### config.mk
export PLATFORM = sky130hd
export DESIGN_NAME = seven_segment_number_display
export DESIGN_NICKNAME = d
export VERILOG_FILES = /design/src/rtl/ssnd_pkg.sv /design/src/rtl/seven_segment_number_display.sv /design/src/rtl/ssnd_ctrl.sv /design/src/rtl/ssnd_datapath.sv
export SDC_FILE = /design/constraint.sdc
export NUM_CORES = 1
export LEC_CHECK = 0
export BUFFER_PORTS_ARGS = -buffer_cell sky130_fd_sc_hd__buf_4
export CORE_UTILIZATION = 62
export CTS_CLUSTER_DIAMETER = 50
export DETAILED_ROUTE_END_ITERATION = 10
export PLACE_DENSITY = 0.8
export SYNTH_ARGS = -nofsm -noshare
export SYNTH_HDL_FRONTEND = slang
export SYNTH_HIERARCHICAL = 1
export SYNTH_SLANG_ARGS = --single-unit
export TNS_END_PERCENT = 30
### constraint.sdc
create_clock -name aclk -period 7.89 [get_ports aclk]
set_clock_uncertainty 0.2 [all_clocks]
set_input_delay 1.1835 -clock aclk [delete_from_list [all_inputs] [get_ports aclk]]
set_output_delay 1.1835 -clock aclk [all_outputs]
set_load 0.01 [all_outputs]
### src/rtl/ssnd_pkg.sv
`default_nettype none
// ----------------------------------------------------------------------------
// ssnd_pkg: shared types and constants for the seven segment number display
// Holds the segment code tables, register indexes, tdata layout and the
// command and status groups that pass between the controller and datapath.
// ----------------------------------------------------------------------------
package ssnd_pkg;

    // input tdata layout: position, value, width, zero pad to whole bytes
    localparam int POS_W      = 3;
    localparam int VAL_W      = 32;
    localparam int WID_W      = 4;
    localparam int IN_TDATA_W = 40;
    localparam int POS_LSB    = 0;
    localparam int VAL_LSB    = POS_LSB + POS_W;
    localparam int WID_LSB    = VAL_LSB + VAL_W;

    localparam int SEG_W  = 8;
    localparam int CNT_W  = 5;   // digit counts up to sixteen
    localparam int SYM_W  = 4;
    localparam int TSEL_W = 2;
    localparam int DCNT_W = 4;
    localparam int CIDX_W = 2;
    localparam int CDAT_W = 4;

    // configuration register indexes
    localparam logic [CIDX_W-1:0] REG_TABLE_SELECT = 2'd0;
    localparam logic [CIDX_W-1:0] REG_DIGIT_COUNT  = 2'd1;
    localparam logic [CIDX_W-1:0] REG_LATCH_USED   = 2'd2;

    // table select codes
    localparam logic [TSEL_W-1:0] TSEL_STANDARD = 2'd0;
    localparam logic [TSEL_W-1:0] TSEL_MODULE   = 2'd1;
    localparam logic [TSEL_W-1:0] TSEL_TOWER    = 2'd2;
    localparam logic [TSEL_W-1:0] TSEL_SPARE    = 2'd3;

    localparam logic [SYM_W-1:0]  SYM_ZERO  = 4'd0;
    localparam logic [SYM_W-1:0]  SYM_BLANK = 4'd10;
    localparam logic [SEG_W-1:0]  SEG_BLANK = 8'hFF;
    localparam logic [SEG_W-1:0]  SEG_ZERO_STANDARD = 8'hC0;
    localparam logic [DCNT_W-1:0] DCNT_RESET = 4'd8;

    // reciprocal of ten, exact for 32-bit dividends with a 35-bit shift
    localparam logic [VAL_W-1:0] RECIP_TEN = 32'hCCCC_CCCD;
    localparam int               RECIP_SHIFT = 35;
    localparam int               QUOT_W = 2 * VAL_W - RECIP_SHIFT;

    localparam logic [SEG_W-1:0] CODE_STANDARD [0:10] = '{
        8'hC0, 8'hF9, 8'hA4, 8'hB0, 8'h99, 8'h92, 8'h82, 8'hF8, 8'h80, 8'h90, 8'hFF
    };
    // the three-digit module and the tower layout share one wiring
    localparam logic [SEG_W-1:0] CODE_MODULE [0:10] = '{
        8'h82, 8'hAF, 8'h91, 8'h85, 8'hAC, 8'hC4, 8'hC0, 8'h8F, 8'h80, 8'h84, 8'hFF
    };
    localparam logic [SEG_W-1:0] CODE_TOWER [0:10] = '{
        8'h82, 8'hAF, 8'h91, 8'h85, 8'hAC, 8'hC4, 8'hC0, 8'h8F, 8'h80, 8'h84, 8'hFF
    };

    typedef struct packed {
        logic capture;  // take the input transaction
        logic mul;      // register the reciprocal product
        logic dig;      // write one digit, step the value
        logic emit;     // load one store byte into the output register
    } cmd_t;

    typedef struct packed {
        logic refresh;    // input op is refresh
        logic set_go;     // set item fits and has digits to write
        logic count_zero; // no digits in use
        logic dig_done;   // current digit is the last one
        logic k_last;     // current byte is the last of the refresh
        logic out_free;   // output register can take a byte
    } sts_t;

    function automatic logic [SEG_W-1:0] seg_code(input logic [TSEL_W-1:0] tsel,
                                                  input logic [SYM_W-1:0]  sym);
        logic [SEG_W-1:0] code;
        code = SEG_BLANK;
        if (sym <= SYM_BLANK) begin
            unique case (tsel)
                TSEL_STANDARD: code = CODE_STANDARD[sym];
                TSEL_MODULE:   code = CODE_MODULE[sym];
                TSEL_TOWER:    code = CODE_TOWER[sym];
                TSEL_SPARE:    code = CODE_STANDARD[sym];
            endcase
        end
        return code;
    endfunction

endpackage
`default_nettype wire

### src/rtl/seven_segment_number_display.sv
`default_nettype none
// ----------------------------------------------------------------------------
// seven_segment_number_display: decimal driver for common-anode digits
// Keeps one segment byte per digit, writes decimal numbers into it and
// shifts the used bytes out to the display chain on a refresh.
// ----------------------------------------------------------------------------
//
// channel   direction  handshake             payload
// s_axis    in         tvalid/tready         tdata: position, value, width
//                                            tuser: op (0 set, 1 refresh)
// m_axis    out        tvalid/tready         tdata: seg_byte
//                                            tlast: last, tuser: latch_active
// cfg       in         cfg_valid/cfg_ready   cfg_index, cfg_wdata
//
// in a set transaction each decimal digit goes through the reciprocal
// multiplier, then splits off the remainder and writes the store; a set
// that does not fit is taken and writes nothing
// a refresh sends one byte per digit in use and holds while m_axis
// stalls; the next transaction is taken once the last byte sits in
// the output register
// synchronous active-low reset; store comes up as the standard zero code
// config is always ready; the user is to write it only while the block is idle, which the block leaves unchecked
//
module seven_segment_number_display #(
    parameter int MAX_DIGITS = 8
) (
    input  wire logic        aclk,
    input  wire logic        aresetn,
    // input transactions
    input  wire logic        s_axis_tvalid,
    output logic             s_axis_tready,
    input  wire logic [39:0] s_axis_tdata,  // [2:0] position, [34:3] value,
                                            // [38:35] width, [39] zero
    input  wire logic        s_axis_tuser,  // [0] op
    // result transactions
    output logic             m_axis_tvalid,
    input  wire logic        m_axis_tready,
    output logic [7:0]       m_axis_tdata,  // [7:0] seg_byte
    output logic             m_axis_tlast,
    output logic             m_axis_tuser,  // [0] latch_active
    // configuration writes
    input  wire logic        cfg_valid,
    output logic             cfg_ready,
    input  wire logic [1:0]  cfg_index,
    input  wire logic [3:0]  cfg_wdata
);
    import ssnd_pkg::*;

    cmd_t cmd;
    sts_t sts;
    logic cfg_we;

    // register writes never wait
    assign cfg_ready = 1'b1;
    assign cfg_we    = cfg_valid && cfg_ready;

    ssnd_ctrl u_ctrl (
        .aclk     (aclk),
        .aresetn  (aresetn),
        .in_valid (s_axis_tvalid),
        .in_ready (s_axis_tready),
        .sts      (sts),
        .cmd      (cmd)
    );

    ssnd_datapath #(
        .MAX_DIGITS (MAX_DIGITS)
    ) u_datapath (
        .aclk      (aclk),
        .aresetn   (aresetn),
        .in_tdata  (s_axis_tdata),
        .in_tuser  (s_axis_tuser),
        .cfg_we    (cfg_we),
        .cfg_index (cfg_index),
        .cfg_wdata (cfg_wdata),
        .out_ready (m_axis_tready),
        .cmd       (cmd),
        .sts       (sts),
        .out_valid (m_axis_tvalid),
        .out_data  (m_axis_tdata),
        .out_last  (m_axis_tlast),
        .out_user  (m_axis_tuser)
    );

    // the controller issues at most one datapath step per cycle
    assert property (@(posedge aclk) disable iff (!aresetn)
        $onehot0({cmd.capture, cmd.mul, cmd.dig, cmd.emit}))
        else $error("more than one datapath command at once");

    // a refresh with digits in use holds off further input
    assert property (@(posedge aclk) disable iff (!aresetn)
        (s_axis_tvalid && s_axis_tready && s_axis_tuser && !sts.count_zero)
        |=> !s_axis_tready)
        else $error("input taken during a refresh");

    // a byte is only loaded when the output register can take it
    assert property (@(posedge aclk) disable iff (!aresetn)
        cmd.emit |=> m_axis_tvalid)
        else $error("emitted byte not presented");

    // after the last digit the block is ready again
    assert property (@(posedge aclk) disable iff (!aresetn)
        (cmd.dig && sts.dig_done) |=> s_axis_tready)
        else $error("not ready after last digit");

endmodule
`default_nettype wire

### src/rtl/ssnd_ctrl.sv
`default_nettype none
// ----------------------------------------------------------------------------
// ssnd_ctrl: sequencing state machine
// Accepts one item at a time and steps the datapath through the digit
// loop of a set item or the byte loop of a refresh.
// ----------------------------------------------------------------------------
module ssnd_ctrl (
    input  wire logic          aclk,
    input  wire logic          aresetn,
    input  wire logic          in_valid,
    output logic               in_ready,
    input  ssnd_pkg::sts_t     sts,
    output ssnd_pkg::cmd_t     cmd
);
    import ssnd_pkg::*;

    localparam logic [1:0] S_IDLE = 2'd0;
    localparam logic [1:0] S_MUL  = 2'd1;
    localparam logic [1:0] S_DIG  = 2'd2;
    localparam logic [1:0] S_SEND = 2'd3;

    logic [1:0] state_reg;
    logic [1:0] state_next;

    always_comb begin
        state_next = state_reg;
        cmd        = '0;
        in_ready   = (state_reg == S_IDLE);
        unique case (state_reg)
            S_IDLE: begin
                if (in_valid) begin
                    cmd.capture = 1'b1;
                    if (sts.refresh) begin
                        if (!sts.count_zero) begin
                            state_next = S_SEND;
                        end
                    end else if (sts.set_go) begin
                        state_next = S_MUL;
                    end
                end
            end
            S_MUL: begin
                cmd.mul    = 1'b1;
                state_next = S_DIG;
            end
            S_DIG: begin
                cmd.dig    = 1'b1;
                state_next = sts.dig_done ? S_IDLE : S_MUL;
            end
            S_SEND: begin
                if (sts.out_free) begin
                    cmd.emit = 1'b1;
                    if (sts.k_last) begin
                        state_next = S_IDLE;
                    end
                end
            end
        endcase
    end

    always_ff @(posedge aclk) begin
        if (!aresetn) begin
            state_reg <= S_IDLE;
        end else begin
            state_reg <= state_next;
        end
    end

endmodule
`default_nettype wire

### src/rtl/ssnd_datapath.sv
`default_nettype none
// ----------------------------------------------------------------------------
// ssnd_datapath: digit store, divide-by-ten unit and output register
// Holds the configuration registers and the segment byte store, peels off
// decimal digits in multiply and digit steps and feeds refresh bytes out.
// ----------------------------------------------------------------------------
module ssnd_datapath #(
    parameter int MAX_DIGITS = 8
) (
    input  wire logic                                aclk,
    input  wire logic                                aresetn,
    input  wire logic [ssnd_pkg::IN_TDATA_W-1:0]     in_tdata,
    input  wire logic                                in_tuser,
    input  wire logic                                cfg_we,
    input  wire logic [ssnd_pkg::CIDX_W-1:0]         cfg_index,
    input  wire logic [ssnd_pkg::CDAT_W-1:0]         cfg_wdata,
    input  wire logic                                out_ready,
    input  ssnd_pkg::cmd_t                           cmd,
    output ssnd_pkg::sts_t                           sts,
    output logic                                     out_valid,
    output logic [ssnd_pkg::SEG_W-1:0]               out_data,
    output logic                                     out_last,
    output logic                                     out_user
);
    import ssnd_pkg::*;

    localparam int IW = (MAX_DIGITS > 1) ? $clog2(MAX_DIGITS) : 1;
    localparam logic [CNT_W-1:0] MAX_CNT = CNT_W'(MAX_DIGITS);

    logic [TSEL_W-1:0] tsel_reg;
    logic [DCNT_W-1:0] dcnt_reg;
    logic              latch_reg;
    logic [SEG_W-1:0]  store_reg  [MAX_DIGITS];
    logic [SEG_W-1:0]  store_next [MAX_DIGITS];

    logic [VAL_W-1:0]  val_reg;
    logic [QUOT_W-1:0] quot_reg;
    logic [IW-1:0]     idx_reg;
    logic [WID_W-1:0]  left_reg;
    logic              first_reg;
    logic [IW-1:0]     k_reg;

    logic              out_valid_reg;
    logic [SEG_W-1:0]  out_data_reg;
    logic              out_last_reg;
    logic              out_user_reg;

    logic [POS_W-1:0]   in_pos;
    logic [VAL_W-1:0]   in_val;
    logic [WID_W-1:0]   in_wid;
    logic [CNT_W-1:0]   count;
    logic [CNT_W-1:0]   span;
    logic [2*VAL_W-1:0] product;
    logic [VAL_W:0]     quot_x10;
    logic [VAL_W:0]     remainder;
    logic [SYM_W-1:0]   sym;

    assign in_pos = in_tdata[POS_LSB +: POS_W];
    assign in_val = in_tdata[VAL_LSB +: VAL_W];
    assign in_wid = in_tdata[WID_LSB +: WID_W];

    // digit count saturates at the store depth
    assign count = (CNT_W'(dcnt_reg) > MAX_CNT) ? MAX_CNT : CNT_W'(dcnt_reg);
    assign span  = CNT_W'(in_pos) + CNT_W'(in_wid);

    // divide by ten: product registered, remainder from quotient times ten
    assign product   = (2*VAL_W)'(val_reg) * (2*VAL_W)'(RECIP_TEN);
    assign quot_x10  = (VAL_W+1)'({quot_reg, 3'b000}) + (VAL_W+1)'({quot_reg, 1'b0});
    assign remainder = (VAL_W+1)'(val_reg) - quot_x10;

    always_comb begin
        if (val_reg == '0) begin
            sym = first_reg ? SYM_ZERO : SYM_BLANK;
        end else begin
            sym = remainder[SYM_W-1:0];
        end
    end

    always_comb begin
        store_next = store_reg;
        priority if (cfg_we && cfg_index == REG_TABLE_SELECT) begin
            for (int e = 0; e < MAX_DIGITS; e++) begin
                store_next[e] = seg_code(cfg_wdata[TSEL_W-1:0], SYM_ZERO);
            end
        end else if (cfg_we && cfg_index == REG_DIGIT_COUNT) begin
            for (int e = 0; e < MAX_DIGITS; e++) begin
                store_next[e] = seg_code(tsel_reg, SYM_ZERO);
            end
        end else if (cmd.dig) begin
            store_next[idx_reg] = seg_code(tsel_reg, sym);
        end else begin
            // store holds its contents
            store_next = store_reg;
        end
    end

    always_ff @(posedge aclk) begin
        if (!aresetn) begin
            tsel_reg  <= TSEL_STANDARD;
            dcnt_reg  <= DCNT_RESET;
            latch_reg <= 1'b0;
            for (int e = 0; e < MAX_DIGITS; e++) begin
                store_reg[e] <= SEG_ZERO_STANDARD;
            end
        end else begin
            store_reg <= store_next;
            if (cfg_we) begin
                unique case (cfg_index)
                    REG_TABLE_SELECT: tsel_reg  <= cfg_wdata[TSEL_W-1:0];
                    REG_DIGIT_COUNT:  dcnt_reg  <= cfg_wdata[DCNT_W-1:0];
                    REG_LATCH_USED:   latch_reg <= cfg_wdata[0];
                    default: ;
                endcase
            end
        end
    end

    // payload of the item in progress
    always_ff @(posedge aclk) begin
        if (cmd.capture) begin
            val_reg   <= in_val;
            idx_reg   <= IW'(count - span);
            left_reg  <= in_wid;
            first_reg <= 1'b1;
            k_reg     <= '0;
        end
        if (cmd.mul) begin
            quot_reg <= product[2*VAL_W-1:RECIP_SHIFT];
        end
        if (cmd.dig) begin
            val_reg   <= VAL_W'(quot_reg);
            idx_reg   <= idx_reg + IW'(1);
            left_reg  <= left_reg - WID_W'(1);
            first_reg <= 1'b0;
        end
        if (cmd.emit) begin
            k_reg        <= k_reg + IW'(1);
            out_data_reg <= store_reg[k_reg];
            out_last_reg <= sts.k_last;
            out_user_reg <= latch_reg;
        end
    end

    always_ff @(posedge aclk) begin
        if (!aresetn) begin
            out_valid_reg <= 1'b0;
        end else if (cmd.emit) begin
            out_valid_reg <= 1'b1;
        end else if (out_ready) begin
            out_valid_reg <= 1'b0;
        end
    end

    assign sts.refresh    = in_tuser;
    assign sts.set_go     = (span <= count) && (in_wid != '0);
    assign sts.count_zero = (count == '0);
    assign sts.dig_done   = (left_reg == WID_W'(1));
    assign sts.k_last     = (CNT_W'(k_reg) + CNT_W'(1)) == count;
    assign sts.out_free   = !out_valid_reg || out_ready;

    assign out_valid = out_valid_reg;
    assign out_data  = out_data_reg;
    assign out_last  = out_last_reg;
    assign out_user  = out_user_reg;

endmodule
`default_nettype wire

==> summary.txt, run 1 <==
Routing
  – Routed WL: roughly 70 mm
  – First-pass iteration count of the detailed router: 7
  – DRC Markers: 0
  – DRT antenna net count: 0
  – Vias per cell: 5.80
  – Starting DRT DRC Count: between 1000 and 1500
  – Via count: 17713
  – DR WL/cell: between 20 and 25 µm

Synthesis
  – FFs w/ async S/R, synth: 0
  – Post-synthesis cell count: ~2300
  – Synth Flop Type: edfxtp_1
  – Mapped cell area: 0.0241 mm²
  – EDFF count, synth: a little under 80
  – Avg Synthesized Cell Area: 10.4 µm²
  – Post-synth top area share: 0.324
  – Count leader, synth: inv_1
  – Syn_nets: 3152
  – Register bit count reported by yosys: 156
  – Seq/Total Area, Yosys: 0.162
  – Largest area contributor in the netlist: fa_1
  – Distinct cells, synth: between 70 and 80
  – Ranking of synthesized cells by area: fa_1 32%, ha_1 20%, edfxtp_1 9.7%
  – Top cell types by occurrence after synthesis: 593 x inv_1, 390 x fa_1, 385 x ha_1
  – Ys Warns: 6

Cells and area
  – Layout area overhead: 12.0%
  – Max reg flops: 64
  – Share of cells above drive strength 1: 0.141
  – Nets: between 3000 and 4000
  – Register area: 0.00390 mm²
  – Filler cells: 2844
  – Antenna cell count: 0
  – Footprint of the multi-input gates: 0.0179 mm²
  – Post-Layout Cell Count: 3055

Setup path
  – Worst path cell trace: inv_1 > ha_1 > xor2_1 > ha_1 > a21o_1 > fa_1 > inv_1 > fa_1 > inv_1 > fa_1 > fa_1 > fa_1 > fa_1 > ha_1 > a21oi_2 > o211ai_1 > a221o_1 > a221o_1 > a22oi_2 > o31ai_2 > a221oi_2 > o21ai_1 > xor2_1
  – Worst Path Max Fanout: 5
  – Worst Setup End Kind: flip-flop
  – Slowest CP cell: fa_1
  – Crit path launch type: flip-flop
  – CP Class: reg -> reg
  – Worst EP arrival: 7720 ps
  – WP data required: 7880 ps
  – CP dominant cell by count: fa_1
  – Worst stage delay on the critical path: 590 ps

Floorplan
  – Die Ht: 199 µm
  – Core area: 0.0379 mm²
  – Starting Density: 0.636
  – DIE AREA: 0.0397 mm²
  – Die X: 199 µm
  – Top-Level Pins: 65
  – # rows: between 70 and 80

Clock tree
  – Clock sink total: 156
  – Num CTS Buffers: 17
  – Clk Latency, worst-skew pair: 450 ps
  – Clock Tree Buf Depth: 2
  – CTS clock-pin slew for the worst setup and hold paths: 70 ps
  – CTS tree: yes
  – H-tree levels: 4
  – Clock root buffer: clkbuf_16

Placed design
  – Pre-CTS setup slack: -169 ps
  – Post-DP HPWL: ~60 mm
  – Placed cell count: 3008
  – Number of buffers inserted by port buffering: 62
  – Final RePlAce weighted congestion: 1.04

Timing
  – Fmax: 0.129 GHz
  – Slew HR: 0.235
  – Final Setup Violations: 0
  – RSZ-0062 raised after global routing: true
  – Fin crit share: 0.980
  – Fin. max-slew vios: 0
  – Least-Margin Pin Slew: 1140 ps
  – Crit path time final: 7730 ps
  – Final hold violations: 0
  – Final setup margin: 158 ps

Flow run
  – Max_cap viols: 0

Hold path
  – Hold Crit Class: reg -> reg

Global routing
  – Pin count of the biggest net entering global routing: 52
  – Antenna violations before repair: 2
  – Gr ovfl total: 0
  – Vias in the first global route: 19224
  – First-pass GRT wire length: 108 mm
  – Gr usage total: 0.375

Status
  – Status: finished, final reports clean
-- worst max-delay path, delay by kind of cell, from the launching register on --
family          cells  cell delay (ps)
compound gates      9             2280
xor+xnor            2              330
fa+ha+maj           9             3890
buf+inv             3              210
flops               1              580
-- cells by family after synthesis --
logic type	count (synthesis)	synth area share
flops	156	0.162
xor+xnor	91	0.0331
simple gates	297	0.0623
buf+inv	636	0.0996
fa+ha+maj	775	0.524
other cells	1	0.000156
mux	64	0.0369
compound gates	305	0.0826
-- through the flow --
step                hold slack, ps  area, µm²  setup TNS (ps)  utilization
finish                         248      27000               0        0.712
global placement               213      26200            -127        0.691
detailed placement             228      26200            -633        0.691
CTS                            248      26800               0        0.707
global route                   261      27000           -17.1        0.712
floorplan                      208      24100               0            -
-- cell type report --
type | count | area share
multi-input combinational | 1533 | 0.663
timing repair buffer | 230 | 0.0650
inverter | 593 | 0.0824
clock inverter | 14 | 0.00579
sequential | 156 | 0.145
tap | 511 | 0.0237
clock buffer | 18 | 0.0159
-- cell usage in the layout (no fill, tap or decap), types with 11 or more instances in the layout --
cell type	synthesis	routed
nor2_1	59	59
a31oi_1	11	11
a21oi_1	91	89
mux2_2	40	40
clkbuf_16	0	17
ha_1	385	379
fa_1	390	388
nor2b_1	16	15
nand3_1	28	28
mux4_2	16	16
edfxtp_1	78	78
nand4_1	17	17
nand2b_1	11	11
o21ai_0	59	56
dfxtp_1	78	78
nand2_1	87	87
xor2_1	53	53
a21o_1	32	32
buf_4	3	227
a211oi_1	32	32
inv_1	593	592
and2_1	29	29
xnor2_1	38	37
-- what timing repair did --
item / CTS / global route
gates cloned: 0 / 0
setup endpoints to repair: 11 / 16
hold buffers: 0 / 0
pin swaps: 0 / 9
gates resized for setup: 1 / 20
buffers inserted: 3 / 13
-- per-layer routing --
| metal | GRT usage | vias to the layer above | wire, µm |
|---|---|---|---|
| li1 | - | 7879 | - |
| met1 | 0.484 | 8806 | 27100 |
| met2 | 0.618 | 825 | 33500 |
| met3 | 0.0486 | 203 | 5110 |
| met4 | 0.197 | 0 | 3920 |
| met5 | 0 | - | 0 |
-- path summary, 6_finish.rpt --
kind,startpoint,endpoint,slack (ps),depth (start not counted)
worst max-delay path,u_datapath/val_reg[11],u_datapath/quot_reg[18],160,23
worst min register to register,u_datapath/store_reg[47],u_datapath/store_reg[47],250,1
worst min-delay path,u_datapath/store_reg[47],u_datapath/store_reg[47],250,1
worst max register to register,u_datapath/val_reg[11],u_datapath/quot_reg[18],160,23
Power of run 1 is not shown: default switching activity piles up to over one toggle a cycle in this logic, so the estimate is an artifact.
==> run 2: changes to the inputs <==
--- a/config.mk
+++ b/config.mk
@@ -9,6 +9,7 @@
 export CORE_UTILIZATION = 62
 export CTS_CLUSTER_DIAMETER = 50
 export DETAILED_ROUTE_END_ITERATION = 10
+export HOLD_SLACK_MARGIN = 0.02
 export PLACE_DENSITY = 0.8
 export SYNTH_ARGS = -nofsm -noshare
 export SYNTH_HDL_FRONTEND = slang
==> constraint.sdc (replaced) <==
create_clock -name aclk -period 9.75 [get_ports aclk]
set_clock_uncertainty 0.2 [all_clocks]
set_input_delay 1.4625 -clock aclk [delete_from_list [all_inputs] [get_ports aclk]]
set_output_delay 1.4625 -clock aclk [all_outputs]
set_load 0.01 [all_outputs]
==> run 2 against run 1 <==
  * Critical path depth decreased by 1
  * Via count fell by 4.9%
  * Largest cell class unchanged
  * Worst hold slack got worse by 15 ps
  * Utilization is 3.4 points lower
  * Register-to-register slack better by 800 ps
  * Fmax is 12% lower
==> summary.txt, run 2 (same netlist as run 1, synthesis figures left out) <==
Timing
  – Final setup margin: 956 ps
  – Setup TNS: 0 ps
  – Fin. max-slew vios: 0
  – Least-Margin Pin Slew: 1150 ps
  – RSZ-0062 raised after global routing: false
  – Final hold violations: 0
  – Fmax: 0.114 GHz
  – WHS: roughly 230 ps
  – Slew HR: 0.216
  – Final Setup Violations: 0
  – Crit path time final: approximately 8800 ps
  – Fin crit share: 0.902

Setup path
  – Crit path launch type: flip-flop
  – Worst EP arrival: 8780 ps
  – Worst Setup End Kind: flip-flop
  – CP Class: reg -> reg
  – CP dominant cell by count: fa_1
  – Worst stage delay on the critical path: around 680 ps
  – WP data required: about 10000 ps
  – CP startpoint: u_datapath/val_reg[3]
  – Slowest CP cell: xor2_1
  – Worst Reg2Reg Path Length in Cells: 22
  – Worst Path Max Fanout: 8
  – FF-to-FF Start: u_datapath/val_reg[3]
  – Worst path cell trace: inv_1 > ha_1 > xor2_1 > xor2_1 > fa_1 > fa_1 > fa_1 > fa_1 > fa_1 > inv_1 > fa_1 > inv_1 > ha_1 > nand4_1 > nor3_1 > nand4_1 > o22ai_1 > nor2_1 > o21ai_0 > a21oi_2 > o31ai_1 > xor2_1

Cells and area
  – Max reg flops: 64
  – Filler cells: 2882
  – Nets: ~3200
  – Layout area overhead: 6.61%
  – Commonest cells after routing, fill and taps aside: 593 x inv_1, 390 x fa_1, 385 x ha_1
  – Share of cells above drive strength 1: 0.0772
  – Commonest non-fill, non-tap cell in the layout: inv_1
  – Antenna cell count: 0

Clock tree
  – Clk Latency, worst-skew pair: 460 ps
  – Num CTS Buffers: 17
  – Post-CTS setup buffer count: 0
  – Clock Tree Buf Depth: 2
  – Post-CTS resize count: 0
  – Clock root buffer: clkbuf_16
  – CTS tree: yes
  – CTS clock-pin slew for the worst setup and hold paths: around 70 ps
  – H-tree levels: 4
  – Post-CTS Hold Buffers: 0
  – Clock sink total: 156

Global routing
  – Antenna violations before repair: 0
  – Vias in the first global route: 17779
  – Gr usage total: 0.343
  – Gr ovfl total: 0
  – First-pass GRT wire length: 100 mm
  – Pin count of the biggest net entering global routing: 52

Routing
  – DR WL/cell: 22.1 µm
  – Routed WL: 63.9 mm
  – DRC Markers: 0
  – Vias per cell: 5.82
  – Starting DRT DRC Count: 1504
  – DRT antenna net count: 0
  – First-pass iteration count of the detailed router: 5
  – Via count: about 17000

Floorplan
  – Core area: about 0.038 mm²
  – Die X: 199 µm
  – # rows: 71
  – Top-Level Pins: 65
  – DIE AREA: 0.0397 mm²
  – Die Ht: 199 µm
  – Starting Density: 0.636

Placed design
  – Post-DP HPWL: 54.5 mm
  – Final RePlAce weighted congestion: ~1.0
  – Pre-CTS setup slack: 1160 ps
  – Number of buffers inserted by port buffering: 62

Hold path
  – HP Start: u_datapath/latch_reg
  – Hold Crit Class: reg -> reg
  – Worst hold path depth: 0

Flow run
  – Max_cap viols: 0

Status
  – Status: finished, final reports clean
[run 2: cell count changes in the layout (fill, tap and decap cells not counted), sizes merged]
| cell | change |
|---|---|
| buf | -160 |
| clkbuf | -1 |
| clkinv | +1 |
| clkinvlp | -1 |
| inv | +1 |
[run 2: cell type report]
cell class / count / area, µm² / share of cell area
sequential: 156 / 3900 / 0.152
inverter: 593 / 2230 / 0.0866
clock buffer: 17 / 425 / 0.0165
clock inverter: 15 / 175 / 0.00681
tap: 511 / 639 / 0.0249
timing repair buffer: 70 / 526 / 0.0204
multi-input combinational: 1533 / 17800 / 0.693
[run 2: through the flow]
stage          utilization  cell area [µm²]  std cells
2_1_floorplan            -            24100       2325
3_3_place_gp         0.662            25100       2863
3_5_place_dp         0.662            25100       2863
4_1_cts              0.678            25700       2895
5_1_grt              0.678            25700       2895
6_report             0.678            25700       2895
[run 2: critical path, delay by kind of cell (launching register included)]
family          cells  cell delay (ps)
fa+ha+maj           8             3890
compound gates      4             1520
xor+xnor            3             1060
simple gates        4             1010
flops               1              620
buf+inv             3              230
[run 2: per-layer routing]
metal  track usage  share of wire  wire length [µm]  vias to the layer above
li1              -              -                 -                     7563
met1         0.458           0.41             26200                     8488
met2         0.554           0.48             30400                      642
met3        0.0451          0.062              3970                      149
met4         0.164          0.052              3340                        0
met5             0              0                 0                        -
[run 2: path summary, 6_finish.rpt]
check                             to  slack, ps
max          u_datapath/quot_reg[16]        960
min              u_datapath/out_user        230
max reg2reg  u_datapath/quot_reg[16]        960
min reg2reg      u_datapath/out_user        230
Power of run 2 is left out for the same reason.
